### src/rtl/flsm_pkg.sv
// ----------------------------------------------------------------------------
// flsm_pkg
// Types and codes shared by the flash log slot manager.
// ----------------------------------------------------------------------------
package flsm_pkg;

    localparam int MODE_W   = 2;
    localparam int STATUS_W = 3;
    localparam int EPOCH_W  = 32;

    localparam logic [EPOCH_W-1:0] EMPTY_EPOCH = 32'hFFFF_FFFF;

    localparam logic [MODE_W-1:0] MODE_LOAD   = 2'd0;
    localparam logic [MODE_W-1:0] MODE_RECORD = 2'd1;
    localparam logic [MODE_W-1:0] MODE_REPLAY = 2'd2;
    localparam logic [MODE_W-1:0] MODE_RETRY  = 2'd3;

    localparam logic [STATUS_W-1:0] STATUS_WRITE = 3'd0;
    localparam logic [STATUS_W-1:0] STATUS_READ  = 3'd1;
    localparam logic [STATUS_W-1:0] STATUS_BELOW = 3'd2;
    localparam logic [STATUS_W-1:0] STATUS_NONE  = 3'd3;
    localparam logic [STATUS_W-1:0] STATUS_LOAD  = 3'd4;

    typedef enum logic [3:0] {
        ST_CLEAR,
        ST_IDLE,
        ST_LD_RD,
        ST_LD_WR,
        ST_REC_DIV,
        ST_REC_CHK,
        ST_ER_RD,
        ST_ER_WR,
        ST_REC_WR,
        ST_RP_THR,
        ST_SC_RD,
        ST_SC_CHK,
        ST_DONE
    } state_t;

endpackage

### src/rtl/flash_log_slot_manager_core.sv
// ----------------------------------------------------------------------------
// flash_log_slot_manager_core
// Slot bookkeeping of a circular flash log: load pass, write slot with sector
// erase handling, and bit-reversed replay scan over a valid map memory.
// ----------------------------------------------------------------------------
//  channel | ports                                   | handshake
//  --------+-----------------------------------------+--------------------
//  input   | s_mode, s_slot_index, s_epoch           | s_valid / s_ready
//  result  | m_status, m_slot, m_erase_needed,       | m_valid / m_ready
//          | m_sector_first_slot, m_valid_count      |
//  config  | cfg_wr_data (replay threshold)          | cfg_wr_en
//
//  After reset a clearing pass zeroes the valid map. Load reads the slot's
//  mark, then writes it. Record finds the sector, checks the write slot and,
//  on erase, clears each slot from there to the sector end before the write.
//  Replay checks the threshold; replay and retry then read the valid map once
//  per slot scanned. One transaction in flight; a pending result stalls only
//  the final step; the next one may be accepted while the result waits at the output.
// ----------------------------------------------------------------------------
module flash_log_slot_manager_core #(
    parameter int SLOT_INDEX_BITS  = 10,
    parameter int SLOTS_PER_SECTOR = 16
) (
    input  logic                                  aclk,
    input  logic                                  aresetn,
    input  logic                                  cfg_wr_en,
    input  logic [SLOT_INDEX_BITS:0]              cfg_wr_data,
    input  logic                                  s_valid,
    output logic                                  s_ready,
    input  logic [flsm_pkg::MODE_W-1:0]           s_mode,
    input  logic [SLOT_INDEX_BITS-1:0]            s_slot_index,
    input  logic [flsm_pkg::EPOCH_W-1:0]          s_epoch,
    output logic                                  m_valid,
    input  logic                                  m_ready,
    output logic [flsm_pkg::STATUS_W-1:0]         m_status,
    output logic [SLOT_INDEX_BITS-1:0]            m_slot,
    output logic                                  m_erase_needed,
    output logic [SLOT_INDEX_BITS-1:0]            m_sector_first_slot,
    output logic [SLOT_INDEX_BITS:0]              m_valid_count
);
    import flsm_pkg::*;

    localparam int N          = SLOT_INDEX_BITS;
    localparam int CNT_W      = N + 1;
    localparam int SLOT_COUNT = 1 << N;
    localparam int SEC_L      = $clog2(SLOTS_PER_SECTOR);
    localparam int RCP_K      = N + SEC_L;
    localparam int RCP_W      = N + 2;
    localparam int PROD_W     = N + RCP_W;
    localparam int SEC_W      = $clog2(SLOTS_PER_SECTOR + 1);
    localparam int FW         = N + SEC_W;
    localparam int EW         = CNT_W + 10;
    localparam logic [RCP_W-1:0] RCP_M =
        RCP_W'(((1 << RCP_K) + SLOTS_PER_SECTOR - 1) / SLOTS_PER_SECTOR);

    state_t state_reg, state_next;

    logic                 valid_mem [SLOT_COUNT];
    logic                 rd_data_reg;
    logic [N-1:0]         rd_addr;
    logic                 mem_we;
    logic [N-1:0]         mem_waddr;
    logic                 mem_wdata;

    logic [CNT_W-1:0]     thr_reg;
    logic [N-1:0]         sidx_reg, sidx_next;
    logic [EPOCH_W-1:0]   epoch_reg, epoch_next;
    logic [N-1:0]         wp_reg, wp_next;
    logic [N-1:0]         rp_reg, rp_next;
    logic [CNT_W-1:0]     total_reg, total_next;
    logic [CNT_W-1:0]     budget_reg, budget_next;
    logic [EPOCH_W-1:0]   hi_epoch_reg, hi_epoch_next;
    logic [N-1:0]         sweep_reg, sweep_next;
    logic [CNT_W-1:0]     end_reg, end_next;
    logic                 erase_reg, erase_next;
    logic [N-1:0]         first_reg, first_next;

    logic [STATUS_W-1:0]  res_status_reg, res_status_next;
    logic [N-1:0]         res_slot_reg, res_slot_next;

    logic                 m_valid_reg, m_valid_next;
    logic [STATUS_W-1:0]  m_status_reg, m_status_next;
    logic [N-1:0]         m_slot_reg, m_slot_next;
    logic                 m_erase_reg, m_erase_next;
    logic [N-1:0]         m_first_reg, m_first_next;
    logic [CNT_W-1:0]     m_count_reg, m_count_next;

    logic [N-1:0]         rp_rev;
    logic [PROD_W-1:0]    quo_prod;
    logic [N-1:0]         sec_quo;
    logic [N-1:0]         first_calc;
    logic [EW-1:0]        end_sum;
    logic                 s_acc;
    logic                 out_free;
    logic                 ld_valid;

    assign s_ready  = (state_reg == ST_IDLE);
    assign s_acc    = s_valid && s_ready;
    assign out_free = !m_valid_reg || m_ready;
    assign ld_valid = (epoch_reg != EMPTY_EPOCH);

    always_comb begin
        for (int i = 0; i < N; i++) begin
            rp_rev[i] = rp_reg[N-1-i];
        end
    end

    // sector of the write pointer by reciprocal multiplication
    assign quo_prod   = PROD_W'(wp_reg) * PROD_W'(RCP_M);
    assign sec_quo    = N'(quo_prod >> RCP_K);
    assign first_calc = N'(FW'(sec_quo) * FW'(SLOTS_PER_SECTOR));

    assign end_sum = EW'(first_reg) + EW'(SLOTS_PER_SECTOR);

    // next state
    always_comb begin
        state_next = state_reg;
        case (state_reg)
            ST_CLEAR: begin
                if (sweep_reg == {N{1'b1}}) begin
                    state_next = ST_IDLE;
                end
            end
            ST_IDLE: begin
                if (s_valid) begin
                    case (s_mode)
                        MODE_LOAD:   state_next = ST_LD_RD;
                        MODE_RECORD: state_next = ST_REC_DIV;
                        MODE_REPLAY: state_next = ST_RP_THR;
                        MODE_RETRY:  state_next = ST_SC_RD;
                        default:     state_next = ST_IDLE;
                    endcase
                end
            end
            ST_LD_RD:   state_next = ST_LD_WR;
            ST_LD_WR:   state_next = ST_DONE;
            ST_REC_DIV: state_next = ST_REC_CHK;
            ST_REC_CHK: state_next = rd_data_reg ? ST_ER_RD : ST_REC_WR;
            ST_ER_RD:   state_next = ST_ER_WR;
            ST_ER_WR: begin
                if ((CNT_W'(sweep_reg) + CNT_W'(1)) >= end_reg) begin
                    state_next = ST_REC_WR;
                end else begin
                    state_next = ST_ER_RD;
                end
            end
            ST_REC_WR:  state_next = ST_DONE;
            ST_RP_THR:  state_next = (total_reg < thr_reg) ? ST_DONE : ST_SC_RD;
            ST_SC_RD: begin
                if (budget_reg >= CNT_W'(SLOT_COUNT)) begin
                    state_next = ST_DONE;
                end else begin
                    state_next = ST_SC_CHK;
                end
            end
            ST_SC_CHK:  state_next = rd_data_reg ? ST_DONE : ST_SC_RD;
            ST_DONE: begin
                if (out_free) begin
                    state_next = ST_IDLE;
                end
            end
            default:    state_next = ST_IDLE;
        endcase
    end

    // datapath and memory controls
    always_comb begin
        sidx_next       = sidx_reg;
        epoch_next      = epoch_reg;
        wp_next         = wp_reg;
        rp_next         = rp_reg;
        total_next      = total_reg;
        budget_next     = budget_reg;
        hi_epoch_next   = hi_epoch_reg;
        sweep_next      = sweep_reg;
        end_next        = end_reg;
        erase_next      = erase_reg;
        first_next      = first_reg;
        res_status_next = res_status_reg;
        res_slot_next   = res_slot_reg;
        m_valid_next    = m_valid_reg && !m_ready;
        m_status_next   = m_status_reg;
        m_slot_next     = m_slot_reg;
        m_erase_next    = m_erase_reg;
        m_first_next    = m_first_reg;
        m_count_next    = m_count_reg;
        rd_addr         = wp_reg;
        mem_we          = 1'b0;
        mem_waddr       = sweep_reg;
        mem_wdata       = 1'b0;

        case (state_reg)
            ST_CLEAR: begin
                mem_we     = 1'b1;
                sweep_next = sweep_reg + N'(1);
            end
            ST_IDLE: begin
                if (s_acc) begin
                    sidx_next    = s_slot_index;
                    epoch_next   = s_epoch;
                    erase_next   = 1'b0;
                    first_next   = '0;
                end
            end
            ST_LD_RD: begin
                rd_addr = sidx_reg;
            end
            ST_LD_WR: begin
                mem_we    = 1'b1;
                mem_waddr = sidx_reg;
                mem_wdata = ld_valid;
                if (ld_valid && !rd_data_reg) begin
                    total_next = total_reg + CNT_W'(1);
                end else if (!ld_valid && rd_data_reg) begin
                    total_next = total_reg - CNT_W'(1);
                end
                if (ld_valid && (epoch_reg >= hi_epoch_reg)) begin
                    hi_epoch_next = epoch_reg;
                    wp_next       = sidx_reg + N'(1);
                end
                res_status_next = STATUS_LOAD;
                res_slot_next   = sidx_reg;
            end
            ST_REC_DIV: begin
                first_next = first_calc;
            end
            ST_REC_CHK: begin
                erase_next = rd_data_reg;
                sweep_next = wp_reg;
                end_next   = (end_sum > EW'(SLOT_COUNT)) ? CNT_W'(SLOT_COUNT)
                                                         : CNT_W'(end_sum);
            end
            ST_ER_RD: begin
                rd_addr = sweep_reg;
            end
            ST_ER_WR: begin
                mem_we    = 1'b1;
                mem_waddr = sweep_reg;
                mem_wdata = 1'b0;
                if (rd_data_reg) begin
                    total_next = total_reg - CNT_W'(1);
                end
                sweep_next = sweep_reg + N'(1);
            end
            ST_REC_WR: begin
                mem_we          = 1'b1;
                mem_waddr       = wp_reg;
                mem_wdata       = 1'b1;
                total_next      = total_reg + CNT_W'(1);
                wp_next         = wp_reg + N'(1);
                res_status_next = STATUS_WRITE;
                res_slot_next   = wp_reg;
            end
            ST_RP_THR: begin
                if (total_reg < thr_reg) begin
                    budget_next     = CNT_W'(SLOT_COUNT);
                    res_status_next = STATUS_BELOW;
                    res_slot_next   = '0;
                end else begin
                    budget_next = '0;
                end
            end
            ST_SC_RD: begin
                rd_addr = rp_rev;
                if (budget_reg >= CNT_W'(SLOT_COUNT)) begin
                    budget_next     = CNT_W'(SLOT_COUNT);
                    res_status_next = STATUS_NONE;
                    res_slot_next   = '0;
                end
            end
            ST_SC_CHK: begin
                rp_next     = rp_reg + N'(1);
                budget_next = budget_reg + CNT_W'(1);
                if (rd_data_reg) begin
                    res_status_next = STATUS_READ;
                    res_slot_next   = rp_rev;
                end
            end
            ST_DONE: begin
                if (out_free) begin
                    m_valid_next  = 1'b1;
                    m_status_next = res_status_reg;
                    m_slot_next   = res_slot_reg;
                    m_erase_next  = erase_reg;
                    m_first_next  = first_reg;
                    m_count_next  = total_reg;
                end
            end
            default: begin
                mem_we = 1'b0;
            end
        endcase
    end

    always_ff @(posedge aclk) begin
        if (mem_we) begin
            valid_mem[mem_waddr] <= mem_wdata;
        end
        rd_data_reg <= valid_mem[rd_addr];
    end

    always_ff @(posedge aclk) begin
        if (!aresetn) begin
            state_reg    <= ST_CLEAR;
            thr_reg      <= CNT_W'(1);
            wp_reg       <= '0;
            rp_reg       <= '0;
            total_reg    <= '0;
            budget_reg   <= '0;
            hi_epoch_reg <= '0;
            sweep_reg    <= '0;
            m_valid_reg  <= 1'b0;
        end else begin
            state_reg    <= state_next;
            if (cfg_wr_en) begin
                thr_reg <= cfg_wr_data;
            end
            wp_reg       <= wp_next;
            rp_reg       <= rp_next;
            total_reg    <= total_next;
            budget_reg   <= budget_next;
            hi_epoch_reg <= hi_epoch_next;
            sweep_reg    <= sweep_next;
            m_valid_reg  <= m_valid_next;
        end
    end

    always_ff @(posedge aclk) begin
        sidx_reg       <= sidx_next;
        epoch_reg      <= epoch_next;
        end_reg        <= end_next;
        erase_reg      <= erase_next;
        first_reg      <= first_next;
        res_status_reg <= res_status_next;
        res_slot_reg   <= res_slot_next;
        m_status_reg   <= m_status_next;
        m_slot_reg     <= m_slot_next;
        m_erase_reg    <= m_erase_next;
        m_first_reg    <= m_first_next;
        m_count_reg    <= m_count_next;
    end

    assign m_valid             = m_valid_reg;
    assign m_status            = m_status_reg;
    assign m_slot              = m_slot_reg;
    assign m_erase_needed      = m_erase_reg;
    assign m_sector_first_slot = m_first_reg;
    assign m_valid_count       = m_count_reg;

`ifndef SYNTHESIS
    a_total_bound: assert property (@(posedge aclk) disable iff (!aresetn)
        total_reg <= CNT_W'(SLOT_COUNT))
        else $error("valid count above slot count");

    a_budget_bound: assert property (@(posedge aclk) disable iff (!aresetn)
        budget_reg <= CNT_W'(SLOT_COUNT))
        else $error("scan budget above one pass");

    a_busy_after_accept: assert property (@(posedge aclk) disable iff (!aresetn)
        (s_valid && s_ready) |=> !s_ready)
        else $error("ready while a transaction is in flight");

    a_sweep_in_sector: assert property (@(posedge aclk) disable iff (!aresetn)
        (state_reg == ST_ER_WR) |-> (CNT_W'(sweep_reg) < end_reg))
        else $error("erase sweep past sector end");
`endif

endmodule

### config.mk
export PLATFORM = sky130hd
export DESIGN_NAME = flash_log_slot_manager_core
export DESIGN_NICKNAME = d
export VERILOG_FILES = /design/src/rtl/flsm_pkg.sv /design/src/rtl/flash_log_slot_manager_core.sv
export SDC_FILE = /design/constraint.sdc
export NUM_CORES = 2
export LEC_CHECK = 0
export BUFFER_PORTS_ARGS = -buffer_cell sky130_fd_sc_hd__buf_2
export CAP_MARGIN = 0
export CELL_PAD_IN_SITES_DETAIL_PLACEMENT = 1
export CELL_PAD_IN_SITES_GLOBAL_PLACEMENT = 1
export CORE_MARGIN = 5
export CORE_UTILIZATION = 43
export CTS_BUF_LIST = sky130_fd_sc_hd__clkbuf_16
export DETAILED_ROUTE_END_ITERATION = 10
export PLACE_DENSITY = 0.79
export SYNTH_ARGS = -nofsm -noshare
export SYNTH_HDL_FRONTEND = slang
export SYNTH_SLANG_ARGS = --single-unit
### constraint.sdc
create_clock -name aclk -period 13 [get_ports aclk]
set_input_delay 1.95 -clock aclk [delete_from_list [all_inputs] [get_ports aclk]]
set_output_delay 1.95 -clock aclk [all_outputs]
set_load 0.005 [all_outputs]
==> impl_results.md <==
- Status: finished clean
- Worst Path Arrival: 6.91 ns
- Ys async rst share: 0
- Worst-path fanout max: 30
- Adder-cell area share of the yosys netlist: 0.01391
- HP Class: reg2reg
- Slew HR: 0.01325
- Vias in the first global route: 43350
- Compound-Gate Fraction of Synth Area: 0.06821
- Worst-margin pin slew: 1.480 ns
- Final Core Density: 0.4789
- Synthesized area: 0.05578 sq mm
- Top_reg_cell synth: edfxtp_1
- Sum of negative setup slack: 0 ns
- Max FFs per register: 1024
- Pleak: 20.06 nW
- Layout area overhead: 10.88%
- PostCTS Resize Cnt: 0
- Total CTS buffers: 134
- Synth top area share: 0.6050
- Initial antenna violation count: 7
- Die X-Extent: 370.2 microns
- Fin crit period: 6.456 ns
- Reg clk slew, reported paths: 0.06 ns
- CTS tree: yes
- Final Max Tran Viols: 0
- Drt initial violations: 4915
- ANT nets after route: 0
- WS Path Type: reg2reg
- Synth top area cells: edfxtp_1 61%, nor2_1 8.0%, nand2_1 5.7%
- Post-synthesis mux area share: 0.03867
- RSZ-0062 raised after global routing: no
- VDD IR max: 0.0001441 V
- Core area: 0.1292 sq mm
- Fillcell total: 13840
- H-tree levels: 4
- Setup-failing EPs final: 0
- First-pass GRT wire length: 270100 microns
- Global route total overflow: 0
- Hold Vio Cnt, Final: 0
- Register area share after synthesis: 0.6413
- Post-detailed-route wirelength per cell: 26.36 microns
- Power density over cell area: 131.7 mW/mm^2
- Final nets: 5171
- Final WL: 182000 microns
- Port Buf Inserts: 92
- Final period util: 0.4966
- Root Buffer: clkbuf_16
- CP Capture Type: flip-flop
- Number of synthesized flops with an enable pin: 1124
- Mapped Cells: 5156
- Hold-fix buffers, CTS: 0
- Syn_area_per_cell: 10.82 sq um
- Placed Cells incl. Taps: 6655
- Hpwl dp: 101900 microns
- Main combinational cell family by area after synthesis: simple AND/OR/NAND/NOR gates
- Final Wtd Congestion: 0.8711
- Max Fclk: 154.9 MHz
- CP startpoint kind: flip-flop
- XOR/XNOR share of the synthesized area: 0.004867
- Synth Warn #: 0
- Layout cells sized above 1: 0.08932
- DRC: 0
- Max Cap Viol: 0
- Overall power: 8.146 mW
- Row cnt: 132
- DRT Pass-1 Iters: 6
- Die footprint: 0.1370 sq mm
- Clock Path Buffers: 3
- CP required: 13.46 ns
- DR vias: 42020
- Synth cell types: 80
- Num ports: 97
- DIE HEIGHT: 370.2 microns
- GR Util All Layers: 0.2604
- Synth Area in Simple Gates: 0.1926
- Clock sink count: 1225
- Initial Util: 0.4319
- Skew final: 0.02149 ns
- Seq cells post-synth: 1225
- Largest net degree at the start of global routing: 289
- Post-CTS Setup Inserts: 0
- Vias per cell: 6.083
- Area leader, netlist: edfxtp_1
- Clk Latency, worst-skew pair: 0.77 ns
- Layout Cells excl Fill: 6907
[power breakdown]
group	switching, mW	internal (mW)
Combinational	0.0589	0.0200
Clock	1.62	2.20
Sequential	0.00572	4.24
Total	1.69	6.46
[synth_stat cells, types with 11 or more instances]
library cell	instances
nor2_1	1183
edfxtp_1	1124
nand2_1	845
nand3_1	285
clkbuf_1	241
mux2i_1	166
a21oi_1	163
dfxtp_1	101
and3_1	86
buf_2	80
inv_1	69
ha_1	62
buf_1	59
o21ai_0	56
a31oi_1	44
nor3_1	44
a32oi_1	42
o22ai_1	39
buf_4	33
a311oi_1	31
nand4_1	30
a21o_1	27
o221ai_1	26
a211oi_1	25
a221oi_1	23
nor4_1	21
xor2_1	20
mux4_2	18
nor2b_1	15
buf_6	13
or3_1	12
xnor2_1	11
[final timing paths]
kind,slack [ns],cells after the start,endpoint,start
max,6.54,9,valid_mem[706]$_DFFE_PP_,state_reg[2]$_SDFFE_PN0P_
min,0.43,0,m_slot[9]$_DFFE_PP_,res_slot_reg[9]$_DFFE_PP_
max reg2reg,6.54,9,valid_mem[706]$_DFFE_PP_,state_reg[2]$_SDFFE_PN0P_
min reg2reg,0.43,0,m_slot[9]$_DFFE_PP_,res_slot_reg[9]$_DFFE_PP_
[metrics by stage]
stage	cell area (sq um)	hold WS (ns)	setup slack, ns
floorplan	55800	0.4003	3.051
global placement	57470	0.4075	7.078
detailed placement	57470	0.4117	6.739
CTS	61850	0.4282	6.726
global route	61850	0.4415	6.095
finish	61860	0.4288	6.544
[critical path, stage by stage (launching register included)]
cell and delay (ns):
dfxtp_1 0.55, nor2_2 0.76, clkinv_1 0.74, nor2_2 0.74, nor2_1 0.41, a221oi_1 0.73
nand2_1 0.16, nor2_1 0.55, nand3_2 1.01, nor2_1 0.46
[cells in the final DEF (no fill, tap or decap), types with 15 or more instances in the layout]
master and count:
nor2_1 1182, edfxtp_1 1124, nand2_1 840, nand3_1 257, mux2i_1 166, a21oi_1 163
clkbuf_16 142, dfxtp_1 101, inv_1 97, buf_2 92, and3_1 86, buf_4 86
ha_1 62, o21ai_0 56, nor3_1 44, a31oi_1 43, a32oi_1 42, o22ai_1 39
a311oi_1 31, clkinv_1 30, nand4_1 30, a21o_1 26, nand3_2 26, o221ai_1 26
a211oi_1 25, a221oi_1 23, xor2_1 20, nor4_1 20, clkinv_2 20, mux4_2 18
nor2b_1 15
[area by class of cell]
class                   count  area, sq um  area share
clock inverters           106        823.3     0.01331
multi-input cells        3433        18020      0.2914
inverters                  71        266.5    0.004309
repair buffers            184         1226     0.01982
diodes                      4        10.01   0.0001618
flip-flops and latches   1225        35770      0.5784
clock buffers             142         3553     0.05745
well taps                1742         2180     0.03524
[per-layer routing]
metal,global-route usage,vias up,routed length (microns)
li1,-,17980,-
met1,0.3293,21430,69450
met2,0.4320,2070,86800
met3,0.04890,537,16150
met4,0.1264,2,9624
met5,0,-,7
[kinds of logic (layout without fill, tap and decap cells)]
group,after synthesis,after routing
simple gates,2582,2582
flops,1225,1225
compound gates,562,562
buf+inv,501,503
mux,192,192
fa+ha+maj,62,62
xor+xnor,31,31
other cells,1,8
Power figures use the tool's default switching activity.
